**src/rtl/ebcc_pkg.sv**
```systemverilog
// Shared types, constants and helper functions of the encoder bank.
`timescale 1ns / 1ps

package ebcc_pkg;

	localparam int IN_WIDTH     = 16;
	localparam int COUNT_W      = 8;
	localparam int SHOWN_LEVELS = 4;
	localparam int QUEUE_DEPTH  = 2;
	localparam int REG_IDX_W    = 2;

	localparam logic [REG_IDX_W-1:0] REG_CHANNEL_LIMIT = 2'd0;
	localparam logic [REG_IDX_W-1:0] REG_SOUND_LIMIT   = 2'd1;
	localparam logic [REG_IDX_W-1:0] REG_VALUE_LIMIT   = 2'd2;

	localparam logic [COUNT_W-1:0] CHANNEL_LIMIT_RST = 8'd16;
	localparam logic [COUNT_W-1:0] SOUND_LIMIT_RST   = 8'd8;
	localparam logic [COUNT_W-1:0] VALUE_LIMIT_RST   = 8'd255;

	typedef enum logic [1:0] {
		STEP_NONE = 2'd0,
		STEP_UP   = 2'd1,
		STEP_DOWN = 2'd2
	} step_t;

	// Classified snapshot, minus the per-level steps
	typedef struct packed {
		step_t main_step;
		logic  toggle;
		logic  action;
	} cls_t;

	typedef struct packed {
		logic [COUNT_W-1:0] channel;
		logic [COUNT_W-1:0] sound;
		logic [COUNT_W-1:0] value;
	} limits_t;

	// Positions past the switch count or the input width read as zero
	function automatic logic sw_bit(input logic [IN_WIDTH-1:0] v, input int pos,
			input int nbits);
		logic r;
		r = 1'b0;
		if (pos < nbits && pos < IN_WIDTH)
			r = v[pos[$clog2(IN_WIDTH)-1:0]];
		return r;
	endfunction

	function automatic step_t enc_step(input logic a1, input logic a0,
			input logic b1, input logic b0);
		step_t s;
		s = STEP_NONE;
		if ((a1 == a0 && a1 == b0 && b0 != b1) || (b1 == b0 && b1 == a1 && b1 != a0))
			s = STEP_UP;
		else if ((b1 == b0 && b1 == a0 && a0 != a1) ||
				(a1 == a0 && a1 == b1 && a1 != b0))
			s = STEP_DOWN;
		return s;
	endfunction

	// Counter update; a zero step still snaps down to a lowered limit
	function automatic logic [COUNT_W-1:0] clamp_step(input logic [COUNT_W-1:0] cur,
			input step_t s, input logic [COUNT_W-1:0] lim);
		logic [COUNT_W-1:0] r;
		case (s)
			STEP_UP: r = (cur >= lim) ? lim : cur + 1'b1;
			STEP_DOWN: begin
				if (cur == '0)
					r = '0;
				else
					r = ((cur - 1'b1) > lim) ? lim : cur - 1'b1;
			end
			default: r = (cur > lim) ? lim : cur;
		endcase
		return r;
	endfunction

endpackage

```
**src/rtl/ebcc_front.sv**
```systemverilog
// Front end: keeps the previous snapshot and classifies each new one.
`timescale 1ns / 1ps

module ebcc_front #(
	parameter int SWITCH_BITS = 16,
	parameter int NUM_LEVELS  = 4,
	parameter int PUSH_BIT    = 2,
	parameter int ACTION_BIT  = 15
) (
	input  logic                            clk,
	input  logic                            arst_n,
	input  logic                            accept,
	input  logic [ebcc_pkg::IN_WIDTH-1:0]   switch_vector,
	output ebcc_pkg::cls_t                  cls,
	output ebcc_pkg::step_t [NUM_LEVELS-1:0] lvl_steps
);
	import ebcc_pkg::*;

	logic [IN_WIDTH-1:0] prev_q;

	always_ff @(posedge clk or negedge arst_n) begin
		if (!arst_n) begin
			prev_q <= '0;
		end else if (accept) begin
			prev_q <= switch_vector;
		end
	end

	always_comb begin
		cls.main_step = enc_step(sw_bit(switch_vector, 0, SWITCH_BITS),
				sw_bit(prev_q, 0, SWITCH_BITS),
				sw_bit(switch_vector, 1, SWITCH_BITS),
				sw_bit(prev_q, 1, SWITCH_BITS));
		cls.toggle = sw_bit(switch_vector, PUSH_BIT, SWITCH_BITS) &
				~sw_bit(prev_q, PUSH_BIT, SWITCH_BITS);
		cls.action = sw_bit(switch_vector, ACTION_BIT, SWITCH_BITS);
	end

	for (genvar i = 0; i < NUM_LEVELS; i++) begin : g_lvl
		localparam int PA = 3 * i + 3;
		assign lvl_steps[i] = enc_step(sw_bit(switch_vector, PA, SWITCH_BITS),
				sw_bit(prev_q, PA, SWITCH_BITS),
				sw_bit(switch_vector, PA + 1, SWITCH_BITS),
				sw_bit(prev_q, PA + 1, SWITCH_BITS));
	end

endmodule

```
**src/rtl/ebcc_queue.sv**
```systemverilog
// Short register queue between the front and back ends.
`timescale 1ns / 1ps

module ebcc_queue #(
	parameter int WIDTH = 14
) (
	input  logic             clk,
	input  logic             arst_n,
	input  logic             push,
	input  logic [WIDTH-1:0] push_data,
	output logic             full,
	input  logic             pop,
	output logic [WIDTH-1:0] pop_data,
	output logic             empty
);
	import ebcc_pkg::*;

	localparam int PTR_W = $clog2(QUEUE_DEPTH);
	localparam int CNT_W = $clog2(QUEUE_DEPTH + 1);

	logic [WIDTH-1:0] entry_q [QUEUE_DEPTH];
	logic [PTR_W-1:0] wr_ptr_q;
	logic [PTR_W-1:0] rd_ptr_q;
	logic [CNT_W-1:0] count_q;

	assign full     = (count_q == CNT_W'(QUEUE_DEPTH));
	assign empty    = (count_q == '0);
	assign pop_data = entry_q[rd_ptr_q];

	always_ff @(posedge clk or negedge arst_n) begin
		if (!arst_n) begin
			wr_ptr_q <= '0;
			rd_ptr_q <= '0;
			count_q  <= '0;
		end else begin
			if (push)
				wr_ptr_q <= (wr_ptr_q == PTR_W'(QUEUE_DEPTH - 1)) ? '0 : wr_ptr_q + 1'b1;
			if (pop)
				rd_ptr_q <= (rd_ptr_q == PTR_W'(QUEUE_DEPTH - 1)) ? '0 : rd_ptr_q + 1'b1;
			if (push && !pop)
				count_q <= count_q + 1'b1;
			else if (pop && !push)
				count_q <= count_q - 1'b1;
		end
	end

	always_ff @(posedge clk) begin
		if (push)
			entry_q[wr_ptr_q] <= push_data;
	end

`ifndef SYNTHESIS
	a_no_overflow: assert property (@(posedge clk) disable iff (!arst_n)
		full |-> !push) else $error("queue push while full");
	a_no_underflow: assert property (@(posedge clk) disable iff (!arst_n)
		empty |-> !pop) else $error("queue pop while empty");
	a_count_bound: assert property (@(posedge clk) disable iff (!arst_n)
		count_q <= CNT_W'(QUEUE_DEPTH)) else $error("queue count out of range");
`endif

endmodule

```
**src/rtl/ebcc_back.sv**
```systemverilog
// Back end: applies classified steps to the clamped counters, holds the result.
`timescale 1ns / 1ps

module ebcc_back #(
	parameter int NUM_LEVELS = 4
) (
	input  logic                             clk,
	input  logic                             arst_n,
	input  ebcc_pkg::limits_t                limits,
	input  logic                             q_empty,
	input  ebcc_pkg::cls_t                   cls,
	input  ebcc_pkg::step_t [NUM_LEVELS-1:0] lvl_steps,
	output logic                             pop,
	output logic                             out_valid,
	input  logic                             out_stall,
	output logic                             action_pressed,
	output logic                             sound_mode,
	output logic [ebcc_pkg::COUNT_W-1:0]     channel_out,
	output logic [ebcc_pkg::COUNT_W-1:0]     sound_out,
	output logic [ebcc_pkg::COUNT_W-1:0]     level_out [NUM_LEVELS]
);
	import ebcc_pkg::*;

	logic               valid_q;
	logic               action_q;
	logic               adjust_q;
	logic [COUNT_W-1:0] channel_q;
	logic [COUNT_W-1:0] sound_q;
	logic [COUNT_W-1:0] level_q [NUM_LEVELS];
	logic               adjust_n;

	assign pop      = !q_empty && (!valid_q || !out_stall);
	assign adjust_n = adjust_q ^ cls.toggle;

	always_ff @(posedge clk or negedge arst_n) begin
		if (!arst_n) begin
			valid_q   <= 1'b0;
			adjust_q  <= 1'b0;
			channel_q <= '0;
			sound_q   <= '0;
			for (int i = 0; i < NUM_LEVELS; i++)
				level_q[i] <= '0;
		end else begin
			if (pop) begin
				valid_q  <= 1'b1;
				adjust_q <= adjust_n;
				if (adjust_n)
					sound_q <= clamp_step(sound_q, cls.main_step, limits.sound);
				else
					channel_q <= clamp_step(channel_q, cls.main_step, limits.channel);
				for (int i = 0; i < NUM_LEVELS; i++)
					level_q[i] <= clamp_step(level_q[i], lvl_steps[i], limits.value);
			end else if (!out_stall) begin
				valid_q <= 1'b0;
			end
		end
	end

	always_ff @(posedge clk) begin
		if (pop)
			action_q <= cls.action;
	end

	assign out_valid      = valid_q;
	assign action_pressed = action_q;
	assign sound_mode     = adjust_q;
	assign channel_out    = channel_q;
	assign sound_out      = sound_q;
	assign level_out      = level_q;

`ifndef SYNTHESIS
	a_pop_gives_result: assert property (@(posedge clk) disable iff (!arst_n)
		pop |=> valid_q) else $error("result missing after pop");
	a_main_clamped: assert property (@(posedge clk) disable iff (!arst_n)
		pop |=> (adjust_q ? (sound_q <= $past(limits.sound))
				: (channel_q <= $past(limits.channel))))
		else $error("selected counter above its limit");
	a_level_clamped: assert property (@(posedge clk) disable iff (!arst_n)
		pop |=> level_q[0] <= $past(limits.value)) else $error("level above limit");
`endif

endmodule

```
**src/rtl/encoder_bank_clamped_counters_top.sv**
```systemverilog
// Top level of the quadrature encoder bank with clamped counters.
//
// Input channel: in_valid / in_stall carry one switch_vector snapshot per
// transaction. Output channel: out_valid / out_stall carry one result per
// snapshot: action level, sound/channel mode, channel and sound counters and
// the value counters, all as they stand after that snapshot.
// Limits are written through wr_en / wr_index / wr_data while the block is
// idle; the user must keep to this, as the block itself does not enforce it.
// The front end compares each snapshot with the previous one and pushes the
// encoder steps into a two-entry queue; the back end pops one entry a cycle
// while out_stall is low and updates the selected channel or sound counter and
// every value counter. Throughput: one snapshot per cycle while out_stall is
// low, set by the single counter-update stage. When the receiver stalls, the
// result register holds and the queue fills; in_stall rises once both queue
// entries are taken. Reset clears the previous snapshot, the mode and all
// counters to zero and loads the limits with 16, 8 and 255.
`timescale 1ns / 1ps

module encoder_bank_clamped_counters_top #(
	parameter int SWITCH_BITS = 16,
	parameter int NUM_LEVELS  = 4,
	parameter int PUSH_BIT    = 2,
	parameter int ACTION_BIT  = 15
) (
	input  logic                              clk,
	input  logic                              arst_n,
	input  logic                              wr_en,
	input  logic [ebcc_pkg::REG_IDX_W-1:0]    wr_index,
	input  logic [ebcc_pkg::COUNT_W-1:0]      wr_data,
	input  logic                              in_valid,
	output logic                              in_stall,
	input  logic [ebcc_pkg::IN_WIDTH-1:0]     switch_vector,
	output logic                              out_valid,
	input  logic                              out_stall,
	output logic                              action_pressed,
	output logic                              sound_mode,
	output logic [ebcc_pkg::COUNT_W-1:0]      channel_out,
	output logic [ebcc_pkg::COUNT_W-1:0]      sound_out,
	output logic [ebcc_pkg::COUNT_W-1:0]      value_0,
	output logic [ebcc_pkg::COUNT_W-1:0]      value_1,
	output logic [ebcc_pkg::COUNT_W-1:0]      value_2,
	output logic [ebcc_pkg::COUNT_W-1:0]      value_3
);
	import ebcc_pkg::*;

	localparam int Q_WIDTH = $bits(cls_t) + $bits(step_t) * NUM_LEVELS;

	limits_t                limits_q;
	cls_t                   f_cls;
	step_t [NUM_LEVELS-1:0] f_steps;
	cls_t                   b_cls;
	step_t [NUM_LEVELS-1:0] b_steps;
	logic [Q_WIDTH-1:0]     q_in;
	logic [Q_WIDTH-1:0]     q_out;
	logic                   q_full;
	logic                   q_empty;
	logic                   pop;
	logic                   in_accept;
	logic [COUNT_W-1:0]     level_out [NUM_LEVELS];
	logic [COUNT_W-1:0]     shown [SHOWN_LEVELS];

	always_ff @(posedge clk or negedge arst_n) begin
		if (!arst_n) begin
			limits_q.channel <= CHANNEL_LIMIT_RST;
			limits_q.sound   <= SOUND_LIMIT_RST;
			limits_q.value   <= VALUE_LIMIT_RST;
		end else if (wr_en) begin
			unique case (wr_index)
				REG_CHANNEL_LIMIT: limits_q.channel <= wr_data;
				REG_SOUND_LIMIT:   limits_q.sound   <= wr_data;
				REG_VALUE_LIMIT:   limits_q.value   <= wr_data;
				default: ;
			endcase
		end
	end

	assign in_stall  = q_full;
	assign in_accept = in_valid && !q_full;

	ebcc_front #(
		.SWITCH_BITS (SWITCH_BITS),
		.NUM_LEVELS  (NUM_LEVELS),
		.PUSH_BIT    (PUSH_BIT),
		.ACTION_BIT  (ACTION_BIT)
	) u_front (
		.clk           (clk),
		.arst_n        (arst_n),
		.accept        (in_accept),
		.switch_vector (switch_vector),
		.cls           (f_cls),
		.lvl_steps     (f_steps)
	);

	assign q_in             = {f_cls, f_steps};
	assign {b_cls, b_steps} = q_out;

	ebcc_queue #(
		.WIDTH (Q_WIDTH)
	) u_queue (
		.clk       (clk),
		.arst_n    (arst_n),
		.push      (in_accept),
		.push_data (q_in),
		.full      (q_full),
		.pop       (pop),
		.pop_data  (q_out),
		.empty     (q_empty)
	);

	ebcc_back #(
		.NUM_LEVELS (NUM_LEVELS)
	) u_back (
		.clk            (clk),
		.arst_n         (arst_n),
		.limits         (limits_q),
		.q_empty        (q_empty),
		.cls            (b_cls),
		.lvl_steps      (b_steps),
		.pop            (pop),
		.out_valid      (out_valid),
		.out_stall      (out_stall),
		.action_pressed (action_pressed),
		.sound_mode     (sound_mode),
		.channel_out    (channel_out),
		.sound_out      (sound_out),
		.level_out      (level_out)
	);

	for (genvar k = 0; k < SHOWN_LEVELS; k++) begin : g_shown
		if (k < NUM_LEVELS) begin : g_have
			assign shown[k] = level_out[k];
		end else begin : g_none
			assign shown[k] = '0;
		end
	end

	assign value_0 = shown[0];
	assign value_1 = shown[1];
	assign value_2 = shown[2];
	assign value_3 = shown[3];

endmodule

```
**config.mk**
```make
export PLATFORM = sky130hd
export DESIGN_NAME = encoder_bank_clamped_counters_top
export DESIGN_NICKNAME = d
export VERILOG_FILES = /design/src/rtl/ebcc_pkg.sv /design/src/rtl/ebcc_front.sv /design/src/rtl/ebcc_queue.sv /design/src/rtl/ebcc_back.sv /design/src/rtl/encoder_bank_clamped_counters_top.sv
export SDC_FILE = /design/constraint.sdc
export NUM_CORES = 1
export LEC_CHECK = 0
export BUFFER_PORTS_ARGS = -buffer_cell sky130_fd_sc_hd__buf_2
export CAP_MARGIN = 20
export CORE_AREA = 5 5 157 159
export DETAILED_ROUTE_END_ITERATION = 10
export DIE_AREA = 0 0 162 164
export SLEW_MARGIN = 0
export SYNTH_ARGS = -nofsm -noshare
export SYNTH_HDL_FRONTEND = slang
export SYNTH_HIERARCHICAL = 1
export SYNTH_SLANG_ARGS = --single-unit
```
**constraint.sdc**
```tcl
create_clock -name clk -period 5.8 [get_ports clk]
set_clock_uncertainty 0.05 [all_clocks]
set_input_delay 0.58 -clock clk [delete_from_list [all_inputs] [get_ports clk]]
set_output_delay 0.58 -clock clk [all_outputs]
set_load 0.02 [all_outputs]
```
-- Word-level counts from Yosys, hierarchy flattened
Memories as Yosys holds them, arrays and structs flattened.
Cells that the tools add are included.
- bits in writable memories: 24
- input bits: 31
- output and inout bits: 52
- memories kept: 1
- register bits: 93
- memories (name ; depth ; bits a word ; read ports ; clocked after Yosys merged registers in ; write ports ; RTL line ; RTL):
    u_queue.entry_q ; 2 ; 12 ; 1 ; 0 ; 1 ; ebcc_queue.sv:21 ; logic [WIDTH-1:0] entry_q [QUEUE_DEPTH];
- add/sub/neg operators: 16
- equal/unequal tests: 64
- reductions and logical operators: 85
- muxes and demuxes: 48
- bitwise logic cells: 4
- order comparisons: 18
- operators with widths (operator ; count):
    8-bit 2-to-1 mux ; 24
    8-bit > comparator ; 12
    8-bit one-hot mux with 2 select lines ; 6
    8-bit by 1-bit adder with 8-bit output (second input constant) ; 6
    8-bit >= comparator ; 6
    8-bit logical NOT ; 6
    8-bit by 1-bit subtractor with 8-bit output (second input constant) ; 6
    1-bit logical AND ; 44
    1-bit == test ; 30
    2-bit 2-to-1 mux ; 12
    1-bit != test ; 20
    3-bit nonzero test ; 6
    2-bit == test (second input constant) ; 7
    2-bit AND reduction ; 7
    2-bit by 1-bit == test with 1-bit output (second input constant) ; 6
    1-bit logical OR ; 11
    1-bit logical NOT ; 6
    1-bit 2-to-1 mux ; 6
    3-bit AND reduction ; 2
    2-bit logical NOT ; 2
    1-bit adder (second input constant) ; 2
    2-bit by 1-bit adder with 2-bit output (second input constant) ; 1
    2-bit by 1-bit != test with 1-bit output (second input constant) ; 1
    1-bit NOT ; 2
    other kinds (4) ; 4

-- Longest topological paths before layout
- word-level depth: 7
- gate-level depth with buffers: 14

-- Cells and area by module
Netlist, hierarchy kept.
- modules (own cells, without submodules) (module ; instances ; area each (um2) ; cells an instance):
    ebcc_back ; 1 ; 7629.8 ; 942
    ebcc_queue ; 1 ; 1087.3 ; 53
    encoder_bank_clamped_counters_top ; 1 ; 930.9 ; 52
    ebcc_front ; 1 ; 599.3 ; 45

-- Worst setup path before layout
No wires, ideal clock.
- kind: reg-to-reg
- start point: register u_back.channel_q[3] (netlist: u_back/channel_out[3])
- end point: register u_back.channel_q[3] (netlist: u_back/channel_out[3])
- period minus slack after synthesis: 3.277 ns
- slack: 2.523 ns
- setup time: 0.122 ns
- data required time: 5.628 ns
- cell stages (with the launch flop): 13
- buffers on the path: 1
- arrival time: 3.106 ns
- cell sequence: dfrtp_1 -> buf_2 -> nor4_1 -> nor2b_1 -> nand2_1 -> xnor2_1 -> ha_1 -> nand4_1 -> a211o_1 -> nand2_1 -> mux2_2 -> a221o_1 -> a32o_1
- cells in the longest elaborated chain, start to end: 5
- elaborated cells between the ends (all ways): 12
- classes of those cells: 2 x add/sub; 3 x order compare; 4 x mux; 3 x reduce/logical
- ends and longest elaborated chain (what ; RTL line ; RTL):
    from (decl) ; ebcc_back.sv:27 ; logic [COUNT_W-1:0] channel_q;
    from (signal assigned) ; ebcc_back.sv:50 ; channel_q <= clamp_step(channel_q, cls.main_step, limits.channel);
    8-bit by 1-bit subtractor with 8-bit output ; ebcc_pkg.sv:71 ; r = ((cur - 1'b1) > lim) ? lim : cur - 1'b1;
    8-bit > comparator ; ebcc_pkg.sv:71 ;
    8-bit 2-to-1 mux ; ebcc_pkg.sv:71 ;
    8-bit 2-to-1 mux ; ebcc_pkg.sv:68 ; if (cur == '0)
    8-bit one-hot mux with 2 select lines ; ebcc_pkg.sv:65 ; case (s)
Parallel ways exist; a longest one is shown, timed or not.
A chain may end at the register's enable or synchronous reset.

-- Worst setup path after layout
- start point: register u_back.channel_q[4] (netlist: u_back/channel_out[4])
- end point: register u_back.channel_q[3] (netlist: u_back/channel_out[3])
Same word-level chain as after synthesis.

==> results_dict.tcl <==
set metrics [dict create \
    postSynthAreaPerCell_um2 9.384 \
    synth.largest_area_cell "dfrtp_1" \
    final_nets 1312 \
    fin_cells 1458 \
    swShare_pct 50.19 \
    ant_nets 0 \
    synth-edff-count 25 \
    die_h_um 164 \
    synth_top_cell_area_share_pct 19.29 \
    layout_common_cells "ha_1 (125), dfrtp_1 (79), inv_1 (78), buf_2 (77), nand2_1 (73)" \
    cp-startpoint "u_back/channel_out[4]" \
    maxSlewHeadroom_pct 30.43 \
    clkTransAtPathRegs_ps 60 \
    postCtsHoldBufs 0 \
    timing.rr.start "u_back/channel_out[4]" \
    synth.area.top_cells "dfrtp_1 (19%), ha_1 (15%), edfxtp_1 (7.3%)" \
    slowest_stage "dfrtp_1" \
    io_buffers 78 \
    mostFrequentLayoutCell "ha_1" \
    path_common_cell "nand2_1" \
    synthesis.nets 1248 \
    vdd_drop_max_v 0.0002529 \
    cp-start-kind "register" \
    crit_path_max_fanout 9 \
    cts-htree-levels 4 \
    leakagePower_nw 5.026 \
    num_antenna_cells 0 \
    gp_congestion 0.9437 \
    ys_seq_area_share_pct 29.18 \
    ys.flop_type "dfrtp_1" \
    period_needed_ps 3705 \
    antenna_found_initial 0 \
    tritoncts "built" \
    status "complete, no violations" \
    wirelength_um 28490 \
    dp.cells 1426 \
    clk_latency_ps 430 \
    grt_max_degree 64 \
    path_cells "nor4_1, nor2b_1, nand2_1, xnor2_1, ha_1, nand4_1, a211o_1, nand2_1, mux2_2, a221o_1, a32o_1" \
    rsz0062_at_grt "false" \
    worst_ep_arrival_time_ps 3960 \
    pin_count 83 \
    row_count 56 \
    fin_tns_setup_ps 0 \
    synth-async-reset-ratio_pct 78.07 \
    power_switching_mw 3.934 \
    cts_resized 0 \
    core-area_mm2 0.02312 \
    grt_remaining_overflow 0 \
    grt_pass1_vias 8462 \
    yosysUniqueCellTypes 91 \
    post_route_cells_drive_above_1_share_pct 19.01 \
    dp_hpwl_um 20590 \
    path_class "reg2reg" \
    netlist_instances 1092 \
    fill_cells 2189 \
    p_seq_share_pct 22.1 \
    ys_warn_count 6 \
    worst_pin_slew_ps 1042 \
    via_per_inst 5.987 \
    wl_per_cell_um 19.54 \
    setup.worst_path.end_class "register" \
    finalSetupViolCount 0 \
    finalCritPeriodShare_pct 63.88 \
    grtUsageTotal_pct 21.46 \
    cts-buffers-inserted 17 \
    post-cts-setup-buffer-count 0 \
    report.final.slew_viol_count 0 \
    area_growth_pct 11.79 \
    cts_buffer_depth 2 \
    hp-class "in2async" \
    grt_first_pass_wirelength_um 45680 \
    hold_viol 0 \
    dr.pass1.iters 5 \
    intPower_mw 3.904 \
    drv_cap 0 \
    die_width_um 162 \
    netlist_area_mm2 0.01025 \
    p_comb_share_pct 64.4 \
    drc 0 \
    drtIter0Drc 729 \
    clkPwrFrac_pct 13.4 \
    cellPowerDensity_mw_per_mm2 684.2 \
    fmax_ghz 0.2699 \
    cpPeakStageDelay_ps 490 \
    dieArea_mm2 0.02657 \
    start_util_pct 44.32 \
    vias 8729 \
    synth.ff_latch_count 114 \
    critPathRequiredTime_ps 6050 \
    clock_sinks 114 \
    clock-root-buffer "clkbuf_16" \
]
## Yosys cell counts, types with 6 or more instances
master,number
a31oi_1,15
edfxtp_1,25
and2_1,10
mux2_4,19
o21ai_0,43
ha_1,125
a21o_1,8
nor2_1,67
clkbuf_1,28
a211oi_1,6
xnor2_1,45
o21a_1,8
nand3_1,34
a221oi_1,10
nand2b_1,7
mux2_2,38
o22ai_1,9
nor2b_1,19
and3_1,6
dfstp_2,10
xor2_1,34
o221ai_1,8
dfrtp_1,79
nor4_1,7
nand4_1,21
o211ai_1,20
inv_1,78
nor3_1,24
nand2_1,73
a221o_1,11
a21oi_1,53
mux2i_1,19
o31ai_1,8
a22oi_1,11
## stage by stage
step	total power [mW]	cell area (µm²)	hold slack, ps	setup WS (ps)	utilization, %
final	7.838	11460	35.40	2095	49.55
after global placement	6.641	10850	418.5	2183	46.94
after global routing	8.492	11460	52.92	1833	49.55
after detailed placement	6.711	10860	420.6	2199	46.98
after CTS	7.808	11450	35.89	2172	49.51
after floorplan	5.456	10250	234.4	2523	-
## cell families after synthesis
kind of cell / Yosys count / synth area share [%]
compound gates: 269 / 19.12
xor+xnor: 79 / 6.752
fa+ha+maj: 125 / 15.26
buf+inv: 118 / 4.676
flops: 114 / 29.18
mux: 79 / 9.145
simple gates: 308 / 15.86
## per-layer routing
layer,track usage (%),vias up,part of all wire [%]
met5,0,-,0
met4,5.998,0,1.3
met3,3.739,34,6.1
met2,34.59,291,46
met1,29.85,4210,46
li1,-,4194,-
## final timing paths
kind                       cells past startpoint                     to  slack (ps)
hold reg to reg                                1       u_queue/wr_ptr_q         430
max in group asynchronous                      2  u_back/channel_out[2]        4480
hold / removal                                 1     u_front/prev_q[13]          40
setup reg to reg                              11  u_back/channel_out[3]        2100
min in group clk                               1  u_queue/entry_q[0][8]         310
setup / recovery                              11  u_back/channel_out[3]        2100
## sequential cells by signal (all words and copies together) (netlist names), 2 cells and up
name	cells
u_queue/count_q	2
u_back/channel_out	8
u_queue/entry_q	24
u_back/level_out	32
u_front/prev_q	11
limits_q	24
u_back/sound_out	8
## worst max-delay path: cells and delay by family (launching register included)
family / cells / cell delay [ps]
AOI/OAI and AO/OA: 3 / 930
xor gates and xnor gates: 1 / 150
adders and majority gates: 1 / 330
DFF: 1 / 490
muxes: 1 / 370
and+or+nand+nor: 5 / 1250
## final cells by class
| cell class | instances | area (µm²) | share of cell area, % |
|---|---|---|---|
| sequential | 114 | 2990 | 26.10 |
| inverter | 78 | 292.8 | 2.556 |
| clock inverter | 11 | 130.1 | 1.136 |
| timing repair buffer | 85 | 445.4 | 3.888 |
| multi-input combinational | 860 | 6778 | 59.16 |
| tap | 290 | 362.8 | 3.167 |
| clock buffer | 20 | 456.7 | 3.986 |
## power by group through the flow
stage | registers [mW] | clock network [mW] | logic, mW
5_1_grt | 1.79 | 1.11 | 5.59
6_report | 1.73 | 1.05 | 5.05
2_1_floorplan | 1.66 | 0 | 3.80
3_3_place_gp | 1.74 | 0 | 4.90
4_1_cts | 1.73 | 1.08 | 5.00
3_5_place_dp | 1.74 | 0 | 4.97
No activity file was read; power rests on OpenSTA's default activity.
